===== src/sv/ghp_pkg.sv =====
// Shared types and constants of the generational handle pool.
// No dependencies; imported by every module of the block.
package ghp_pkg;

  localparam int SLOTS     = 64;
  localparam int SLOT_W    = $clog2(SLOTS);
  localparam int CNT_W     = $clog2(SLOTS + 1);
  localparam int GEN_W     = 32;
  localparam int PAYLOAD_W = 32;

  // request codes
  localparam logic [2:0] REQ_INSERT   = 3'd0;
  localparam logic [2:0] REQ_REMOVE   = 3'd1;
  localparam logic [2:0] REQ_GET      = 3'd2;
  localparam logic [2:0] REQ_CONTAINS = 3'd3;
  localparam logic [2:0] REQ_CLEAR    = 3'd4;

  // status codes
  localparam logic [1:0] STAT_OK    = 2'd0;
  localparam logic [1:0] STAT_STALE = 2'd1;
  localparam logic [1:0] STAT_FULL  = 2'd2;

  typedef enum logic [1:0] {
    S_IDLE,
    S_POP,
    S_EXEC
  } ghp_state_e;

  // write request into the slot store
  typedef struct packed {
    logic                 gen_we;
    logic                 pay_we;
    logic [SLOT_W-1:0]    addr;
    logic [GEN_W-1:0]     gen;
    logic [PAYLOAD_W-1:0] payload;
  } slot_wr_t;

  // write request into the free stack
  typedef struct packed {
    logic              we;
    logic [SLOT_W-1:0] addr;
    logic [SLOT_W-1:0] data;
  } fs_wr_t;

endpackage


===== src/sv/ghp_free_stack.sv =====
// Free stack storage: slot numbers of removed slots.
// Depends on ghp_pkg. One write and one registered read per cycle.
module ghp_free_stack (
  input  logic                       clk_i,
  input  ghp_pkg::fs_wr_t            wr_i,
  input  logic                       re_i,
  input  logic [ghp_pkg::SLOT_W-1:0] raddr_i,
  output logic [ghp_pkg::SLOT_W-1:0] rdata_o
);
  import ghp_pkg::*;

  logic [SLOT_W-1:0] stack_mem [SLOTS];
  logic [SLOT_W-1:0] rdata_q;

  always_ff @(posedge clk_i) begin
    if (wr_i.we) begin
      stack_mem[wr_i.addr] <= wr_i.data;
    end
    if (re_i) begin
      rdata_q <= stack_mem[raddr_i];
    end
  end

  assign rdata_o = rdata_q;

endmodule


===== config.mk =====
export PLATFORM = sky130hd
export DESIGN_NAME = ghp_free_stack
export DESIGN_NICKNAME = d
export VERILOG_FILES = /design/src/sv/ghp_pkg.sv /design/src/sv/ghp_free_stack.sv
export SDC_FILE = /design/constraint.sdc
export NUM_CORES = 1
export LEC_CHECK = 0
export BUFFER_PORTS_ARGS = -buffer_cell sky130_fd_sc_hd__buf_4
export CAP_MARGIN = 20
export CORE_MARGIN = 2
export CORE_UTILIZATION = 60
export CTS_CLUSTER_DIAMETER = 40
export DETAILED_ROUTE_END_ITERATION = 10
export HOLD_SLACK_MARGIN = 0.08
export PLACE_DENSITY = 0.77
export SYNTH_ARGS = -nofsm -noshare
export SYNTH_HDL_FRONTEND = slang
export SYNTH_SLANG_ARGS = --single-unit

===== constraint.sdc =====
create_clock -name clk_i -period 4.7 [get_ports clk_i]
set_clock_uncertainty 0.15 [all_clocks]
set_input_delay 0.235 -clock clk_i [delete_from_list [all_inputs] [get_ports clk_i]]
set_output_delay 0.235 -clock clk_i [all_outputs]
set_load 0.005 [all_outputs]

* Yosys cells after proc, flatten, opt, wreduce, memory -nomap -nowiden
Memory sizes are Yosys's and may differ from the RTL's. A register that Yosys moved wholly into a read port is not among the register bits.
Index checks and enable logic that the tools add are counted.
W data, S select, Z words.
** Word-level totals
- Flip-flop bits (word level) :: 0
- Memory bits (writable) :: 384
- Input bits :: 21
- Output and inout bits :: 6
- Logic and storage cells :: 3
- Memories :: 1
** Memory list
- stack_mem :: words 64, width 6, read ports 1, clocked after memory_dff 1, wr ports 1, RTL line ghp_free_stack.sv:12 : logic [SLOT_W-1:0] stack_mem [SLOTS];
** Operators by class
- Mux-type cells :: 2
** Operators with widths (number)
- $mux W1 :: 2

* Depth between registers and ports, before layout
Gate-level depths: netlist (run 1).
- Depth in word-level cells :: 2
- Depth in mapped cells :: 7
- Depth with buffers taken out :: 5

* Least setup slack after synthesis (run 1)
No wires, ideal clock.
- Kind :: input port to flip-flop
- From :: input raddr_i[0] (netlist bit)
- To :: register rdata_q[0], in the netlist rdata_o[0], read port of stack_mem (data pin)
- Library setup time :: 0.257 ns
- Data arrival time :: 1.664 ns
- Required time :: 4.293 ns
- Path slack :: 2.630 ns
- Stages :: 7
- Cells stage by stage :: buf_6 -> buf_6 -> buf_4 -> mux4_2 -> o22ai_1 -> o21ai_1 -> a32o_1
** RTL lines
- start: declaration :: RTL line ghp_free_stack.sv:7 : input logic [ghp_pkg::SLOT_W-1:0] raddr_i,
- end: declaration :: RTL line ghp_free_stack.sv:13 : logic [SLOT_W-1:0] rdata_q;

==> results of run 1 <==
## cells by family after synthesis
group,share of synthesized area
buf+inv,0.0165
compound gates,0.0259
flops,0.766
mux,0.155
simple gates,0.0366
## worst reg2reg max path, delay by kind of cell, from the launching register on
kind            cells  cell delay [ns]
compound gates      2             0.70
mux                 1             0.51
flops               1             0.37
simple gates        1             0.16
## sequential cells by signal, indices dropped and copies added, names as in the netlist
signal,flops
stack_mem,384
rdata_o,6
## power groups by stage
stage               clock network, mW  registers (mW)  logic [mW]
floorplan                           0            3.94       0.208
finish                           3.24            3.87       0.348
global placement                    0            3.94       0.333
global route                     3.41            3.87       0.370
detailed placement                  0            3.94       0.344
CTS                              3.26            3.87       0.349
## routing by layer
layer,up-vias,part of all wire,track usage
li1,3091,-,-
met1,3872,0.41,0.371
met2,413,0.47,0.367
met3,76,0.097,0.0622
met4,0,0.028,0.0805
met5,-,0,0
## metrics by stage
step	total power, mW	hold WS [ns]	cell area (um2)	worst slack (ns)	instances
final	7.45	0.112	17100	2.09	1119
after global routing	7.65	0.136	17100	1.94	1119
after CTS	7.48	0.134	17100	2.11	1119
after detailed placement	4.28	0.380	15700	1.57	1040
after global placement	4.27	0.375	15700	1.63	1040
after floorplan	4.14	0.184	15300	2.63	720
## worst max-delay path by stage
| stage | cells past startpoint | to | from |
|---|---|---|---|
| 3_3_place_gp | 6 | rdata_o[0]$_DFFE_PP_ | raddr_i[0] |
| 5_1_grt | 6 | rdata_o[0]$_DFFE_PP_ | raddr_i[0] |
| 4_1_cts | 6 | rdata_o[0]$_DFFE_PP_ | raddr_i[0] |
| 3_5_place_dp | 6 | rdata_o[4]$_DFFE_PP_ | raddr_i[0] |
| 2_1_floorplan | 7 | rdata_o[0]$_DFFE_PP_ | raddr_i[0] |
| 6_report | 6 | rdata_o[0]$_DFFE_PP_ | raddr_i[0] |
## repair_timing
item	4_1_cts	5_1_grt
hold buffers	5	0
endpoints found under the hold margin	24	0
buffers inserted	0	0
## final cells by class
class | count | area (um2) | area share
multi-input cells | 291 | 3320 | 0.194
clock buffers | 45 | 1080 | 0.0634
flip-flops and latches | 390 | 11700 | 0.685
well taps | 330 | 413 | 0.0242
repair buffers | 34 | 272 | 0.0159
clock inverters | 29 | 290 | 0.0170
## cell usage in the layout, fill, tap and decap left out, types with 8 or more instances in the layout
cell,instances
clkbuf_16,43
mux4_2,87
clkinv_1,8
nor2_1,67
nand3_1,11
nor2b_1,8
o221ai_1,9
buf_4,28
o22ai_1,12
mux2_2,9
edfxtp_1,390
mux2i_1,15
nand2_1,8
==> results.cfg, run 1 <==
[pwr]
pwr-share-clk = 0.434
netSwitchingPower_mw = 1.55
pwr-share-seq = 0.519
p_leak_nw = 5.31
p_comb_frac = 0.047
p_per_area_nw_per_um2 = 436
switching_share = 0.208
p_int_mw = 5.90
max-vdd-ir-drop_mv = 0.506

[logic_synthesis]
netlist_instances = 720
synth_top_cell_by_area = edfxtp_1
synth_top_area_frac = 0.766
ys_seq_area_frac = 0.766
synthTopCellsByCount = edfxtp_1, mux4_2, nor2_1
synthArstFlopShare = 0
postSynthAreaPerCell_um2 = 21.2
synth_edf_count = 390
synth-main-ff-cell = edfxtp_1
syn_area_um2 = 15300
synth_most_common_cell = edfxtp_1
synth_seq_cells = 390
ys_top_cells_by_area = edfxtp_1, mux4_2, nor2_1, mux4_1, mux2i_1
synthDistinctLibCells = 36
synth_fp_nets = 741
synth_warnings = 0

[sta]
tightest_slew_ns = 1.00
period_minus_slack_ns = 2.61
hold_violations = 0
fmax_mhz = 383
rsz0062_at_grt = no
slew_viol_final = 0
finalSetupTns_ns = 0
slew_headroom = 0.332
setup_viol = 0
fin_crit_sh = 0.555

[setup_path]
cp-end-kind = register
worstSetupPathType = in -> reg
r2r-end = rdata_o[0]$_DFFE_PP_
critPathLaunchType = input pin
crit_buf_inv = 2
slowest_stage = buf_6
critical_path.top_delay_family = buffers and inverters
r2r_start = stack_mem[51][0]$_DFFE_PP_
crit_chain = buf_6 -> buf_4 -> mux4_2 -> mux2i_1 -> a211oi_1 -> a32o_1
path_max_fanout = 69
rr_worst_depth = 4
crit_arrival_ns = 2.73
critPathMaxStageDelay_ns = 0.69
required_ns = 4.82
reg2reg_slack_ns = 2.55

[die]
core.rowCount = 58
initial_utilization = 0.609
die_h_um = 164
dieArea_um2 = 26800
core_area_um2 = 25100
io_pins = 27
die_w_um = 164

[grt]
antenna_found_initial = 0
grt_pass1_wl_um = 47600
overflow = 0
grt_max_degree = 70
grt_pass1_vias = 7624
grt.total_usage = 0.248

[routing]
first_iter_violations = 818
antenna_left = 0
drc_errors = 0
vias = 7452
routed_via_density = 6.66
wl_um = 31600
drt_first_pass_iters = 7
wire_per_inst_um = 28.2

[clocking]
ctsResizeCount = 0
cts_root_buf = clkbuf_16
htreeDepth = 2
cts.path.max_buffers = 3
clock_latency_ns = 0.54
cts_tree = done
cts_buffers = 42
numClockSinks = 390
path_clk_slew_ns = 0.06

[final_layout]
fill_cells = 1555
n_antenna_cell = 0
final_core_util = 0.681
finalNetCount = 780
area_growth_pct = 11.8
drive_gt1_frac = 0.246

[outcome]
status = complete, no violations

[place]
portBuffers = 26
place_congestion = 0.754
dp_hpwl_um = 18200

[worst_hold_path]
min_path_type = in -> reg
hold_end = stack_mem[19][1]$_DFFE_PP_
hold_start = wr_i[1]
hold_depth = 1

[run]
drv_cap = 0
Power figures use the tool's default switching activity.
==> inputs of run 2 (changes only) <==
CORE_UTILIZATION = 56   (was 60)
PLACE_DENSITY = 0.75   (was 0.77)
clock period = 2.35 ns   (was 4.7 ns; I/O delays follow)
==> run 2 against run 1 <==
Against the previous run: clock power is 110% higher; design area rose by 4.9%; wire length increased by 6.1%; cell count up 9.0%; via count grew 5.6%; largest power group unchanged; critical path depth fell by 1; hold slack better by 0.017 ns; global-route usage shrank 0.47 points; worst setup slack worse by 1.9 ns; non-clock buffer count up 88; critical endpoint is now rdata_o[1]$_DFFE_PP_; total power is 100% higher; combinational power up 120%.
==> results.cfg, run 2 (same netlist as run 1, synthesis figures left out) <==
[routing]
vias = 7873
antenna_left = 0
drc_errors = 0
drt_first_pass_iters = 5
wire_per_inst_um = 27.4
routed_via_density = 6.45
first_iter_violations = 1031
wl_um = 33500

[clocking]
cts_tree = done
htreeDepth = 2
cts_root_buf = clkbuf_16
cts.path.max_buffers = 3
cts_buffers = 44
clock_latency_ns = 0.54
path_clk_slew_ns = 0.06
post_cts_buffers = 0
numClockSinks = 390

[setup_path]
critPathMaxStageDelay_ns = 0.55
path_depth = 5
required_ns = 2.48
slowest_stage = mux4_1
rr_worst_depth = 5
crit_chain = mux4_1 -> mux2_2 -> o21ai_1 -> a21oi_1 -> o22a_1
critical_path.top_delay_family = multiplexers
r2r-end = rdata_o[1]$_DFFE_PP_
reg2reg_slack_ns = 0.21
r2r_start = stack_mem[54][1]$_DFFE_PP_
path_max_fanout = 1
crit_buf_inv = 0
critPathLaunchType = register
worstSetupPathType = reg -> reg
crit_arrival_ns = 2.27
cp-end-kind = register

[run]
drv_cap = 0

[final_layout]
mostFrequentLayoutCell = edfxtp_1
area_growth_pct = 17.2
finalNetCount = 870
largest-register = stack_mem
drive_gt1_frac = 0.315
n_antenna_cell = 0
final_cell_mix = edfxtp_1, buf_4, mux4_2, nor2_1, clkbuf_16
final_cell_count_no_fill = 1220
fill_cells = 1651
largest_reg_flops = 384

[die]
io_pins = 27
die_h_um = 169
initial_utilization = 0.569
dieArea_um2 = 28600
die_w_um = 169
core.rowCount = 60
core_area_um2 = 26900

[sta]
fin_hold_ws_ns = 0.128
rsz0062_at_grt = no
period_minus_slack_ns = 2.14
setup_viol = 0
hold_violations = 0
fin_crit_sh = 0.910
tightest_slew_ns = 0.734
slew_headroom = 0.511
slew_viol_final = 0
fmax_mhz = 468
finalSetupTns_ns = 0

[pwr]
max-vdd-ir-drop_mv = 0.570
p_per_area_nw_per_um2 = 850
p_leak_nw = 5.82

[outcome]
status = complete, no violations

[place]
dp_hpwl_um = 20300
place_congestion = 0.828
dp.cells = 1132
portBuffers = 26

[grt]
grt_pass1_vias = 8029
grt_max_degree = 65
overflow = 0
grt_pass1_wl_um = 50700
grt.total_usage = 0.243
antenna_found_initial = 0

[worst_hold_path]
hold_depth = 4
hold_end = stack_mem[43][2]$_DFFE_PP_
hold_start = wr_i[12]
min_path_type = in -> reg
-- run 2: cell count changes in the layout (fill, tap and decap cells not counted), sizes merged --
cell,before,now
buf,29,110
dlygate4sd3,5,12
clkbuf,45,49
clkinvlp,5,2
clkinv,16,14
inv,4,6
bufinv,4,5
-- run 2: how the worst max path moves through the flow --
stage,startpoint,endpoint,slack [ns]
floorplan,raddr_i[0],rdata_o[0]$_DFFE_PP_,0.40
finish,stack_mem[54][1]$_DFFE_PP_,rdata_o[1]$_DFFE_PP_,0.21
global route,stack_mem[54][1]$_DFFE_PP_,rdata_o[1]$_DFFE_PP_,0.16
CTS,stack_mem[54][1]$_DFFE_PP_,rdata_o[1]$_DFFE_PP_,0.23
detailed placement,raddr_i[1],rdata_o[1]$_DFFE_PP_,-0.02
global placement,raddr_i[1],rdata_o[1]$_DFFE_PP_,0.02
-- run 2: area by class of cell --
class / instances / area (um2) / share of cell area
timing repair buffer: 122 / 1020 / 0.0572
multi-input combinational: 291 / 3320 / 0.185
sequential: 390 / 11700 / 0.653
clock inverter: 27 / 317 / 0.0177
clock buffer: 49 / 1120 / 0.0625
tap: 341 / 427 / 0.0238
-- run 2: per-layer routing --
layer / wire (um) / vias to the layer above / GRT usage
met4: 932 / 0 / 0.0810
met1: 13700 / 4092 / 0.354
li1: - / 3286 / -
met3: 2640 / 76 / 0.0459
met2: 16200 / 419 / 0.381
met5: 0 / - / 0
-- run 2: stage by stage --
stage	util	setup slack [ns]	instance area, um2	power, mW
CTS	0.667	0.226	17900	15.3
global route	0.667	0.155	17900	15.6
finish	0.667	0.211	17900	15.2
floorplan	-	0.397	15300	8.29
global placement	0.609	0.0163	16400	8.60
detailed placement	0.609	-0.0207	16400	8.63
-- run 2: worst min-delay path, delay by kind of cell --
family                 cells  cell delay (ns)
buffers and inverters      2             0.34
AND/OR/NAND/NOR            2             0.17
-- run 2: what timing repair did --
item | 4_1_cts | 5_1_grt
hold endpoints to repair | 445 | 0
resized for setup | 0 | 0
hold buffers | 12 | 0
-- run 2: where the power goes --
group          leakage, nW  switching [mW]  internal, mW  total (mW)
clock                0.696            2.71          4.03        6.73
combinational         1.62           0.446         0.316       0.762
sequential            3.51          0.0222          7.72        7.74
==> inputs of run 3 (changes only) <==
ABC_AREA = 1   (was unset)
==> run 3 against run 2 <==
Against the previous run: via count rose by 40%; first-iteration DRC count rose by 48%; utilization fell by 1.1 points; fmax fell by 6.4%; flip-flop and latch count did not move; sequential power barely moved; critical path depth did not move; design area rose by 2.3%; synthesized cell count rose by 91%; wire length rose by 17%; global-route usage rose by 1.7 points; area after synthesis rose by 4.6%; critical endpoint is now stack_mem[25][3]$_DFFE_PP_; largest cell class unchanged; largest power group unchanged.
==> results.cfg, run 3 <==
[pwr]
p_comb_frac = 0.060
pwr-share-clk = 0.437
netSwitchingPower_mw = 3.37
p_int_mw = 12.0
pwr-share-seq = 0.503
max-vdd-ir-drop_mv = 0.626
switching_share = 0.219
p_per_area_nw_per_um2 = 840
p_leak_nw = 6.70

[outcome]
status = complete, no violations

[final_layout]
largest-register = stack_mem
n_antenna_cell = 0
drive_gt1_frac = 0.106
area_growth_pct = 14.6
mostFrequentLayoutCell = nand2_1
finalNetCount = 1455
final_cell_mix = nand2_1, edfxtp_1, nand3_1, buf_4, nor2_1
largest_reg_flops = 384

[routing]
wl_met3_um = 3820
antenna_left = 0
wl_met1_um = 15000
drc_errors = 0
routed_via_density = 5.97
wire_per_inst_um = 21.2
routed-wl-met2_um = 19000
drt_first_pass_iters = 6
top_layer = met4
first_iter_violations = 1525
wl_um = 39100
vias = 11011

[sta]
period_minus_slack_ns = 2.29
slew_viol_final = 0
slew_headroom = 0.451
hold_violations = 0
layout_setup_ws_ns = 0.0646
rsz0062_at_grt = no
fin_crit_sh = 0.973
fmax_mhz = 438
tightest_slew_ns = 0.823
setup_viol = 0
finalSetupTns_ns = 0

[setup_path]
critical_path.top_delay_family = simple AND/OR/NAND/NOR gates
crit_chain = dlygate4sd3_1 -> buf_4 -> inv_1 -> nand4_1 -> nor2_1
crit_buf_inv = 3
critPathLaunchType = input pin
worstSetupPathType = in -> reg
r2r_start = stack_mem[39][2]$_DFFE_PP_
startpoint = wr_i[7]
cp-end-kind = register
crit_arrival_ns = 2.30
slowest_stage = nor2_1
critPathMaxStageDelay_ns = 0.67
path_max_fanout = 9
required_ns = 2.37

[die]
core.rowCount = 61
dieArea_um2 = 29900
io_pins = 27
die_h_um = 173
core_area_um2 = 27900
die_w_um = 173
initial_utilization = 0.572

[grt]
grt_pass1_wl_um = 59600
antenna_found_initial = 0
grt_max_degree = 97
grt_pass1_vias = 10672
grt.total_usage = 0.260
overflow = 0

[logic_synthesis]
synthDistinctLibCells = 13
syn_area_um2 = 16000
synth_warnings = 0
synth-main-ff-cell = edfxtp_1
netlist_instances = 1376
ys_seq_area_frac = 0.732
ys_top_cells_by_area = edfxtp_1, nand2_1, nand3_1, buf_2, nor2_1
synth_seq_cells = 390
synth_most_common_cell = nand2_1
postSynthAreaPerCell_um2 = 11.6
synthTopCellsByCount = nand2_1, edfxtp_1, nand3_1
synth_fp_nets = 1397
synthArstFlopShare = 0
synth_edf_count = 390
synth_top_cell_by_area = edfxtp_1
synth_top_area_frac = 0.732

[clocking]
cts_tree = done
cts.path.max_buffers = 3
path_clk_slew_ns = 0.06
cts_root_buf = clkbuf_16
clock_latency_ns = 0.53
htreeDepth = 2
ctsResizeCount = 0
cts_buffers = 43
numClockSinks = 390

[worst_hold_path]
hold_start = wr_i[4]
min_path_type = in -> reg

[run]
drv_cap = 0

[place]
dp_hpwl_um = 22500
dp_slack_ns = 0.142
portBuffers = 26
place_congestion = 0.887
run 3: path summary, 6_finish.rpt:
check             slack, ns                          to  cells past startpoint
hold / removal         0.07  stack_mem[18][4]$_DFFE_PP_                      1
hold reg to reg        0.75        rdata_o[3]$_DFFE_PP_                      8
setup / recovery       0.06  stack_mem[25][3]$_DFFE_PP_                      5
setup reg to reg       0.24        rdata_o[2]$_DFFE_PP_                      9
run 3: metal layers:
metal | global-route usage | up-vias
met2 | 0.423 | 609
li1 | - | 4964
met5 | 0 | -
met4 | 0.102 | 0
met1 | 0.343 | 5345
met3 | 0.0609 | 93
run 3: kinds of logic (layout without fill, tap and decap cells):
logic type | count (synthesis) | after routing | share of synthesized area
simple gates | 890 | 890 | 0.237
flops | 390 | 390 | 0.732
buf+inv | 96 | 185 | 0.0301
run 3: through the flow:
step | hold slack (ns) | area [um2] | utilization | std cells | power, mW
5_1_grt | 0.0953 | 18300 | 0.656 | 1843 | 15.8
2_1_floorplan | 0.0664 | 16000 | - | 1376 | 8.39
3_5_place_dp | 0.261 | 16800 | 0.601 | 1756 | 8.78
4_1_cts | 0.0823 | 18300 | 0.656 | 1843 | 15.4
6_report | 0.0711 | 18300 | 0.656 | 1843 | 15.4
3_3_place_gp | 0.260 | 16800 | 0.601 | 1756 | 8.77
run 3: layout make-up:
| type | instances | area [um2] |
|---|---|---|
| fillers | 2022 | 9600 |
| clock inverters | 28 | 297 |
| well taps | 378 | 473 |
| inverters | 12 | 47.5 |
| repair buffers | 97 | 868 |
| multi-input cells | 890 | 3800 |
| clock buffers | 48 | 1140 |
| flip-flops and latches | 390 | 11700 |
run 3: power by group through the flow:
stage / logic, mW / registers, mW / clock network [mW]
final: 0.928 / 7.74 / 6.73
after global routing: 1.01 / 7.74 / 7.05
after CTS: 0.919 / 7.74 / 6.79
after detailed placement: 0.897 / 7.89 / 0
after global placement: 0.884 / 7.88 / 0
after floorplan: 0.512 / 7.87 / 0
run 3: repair_timing:
action / 4_1_cts / 5_1_grt
hold buffers: 11 / 0
setup buffers: 0 / 0
endpoints found under the hold margin: 224 / 0
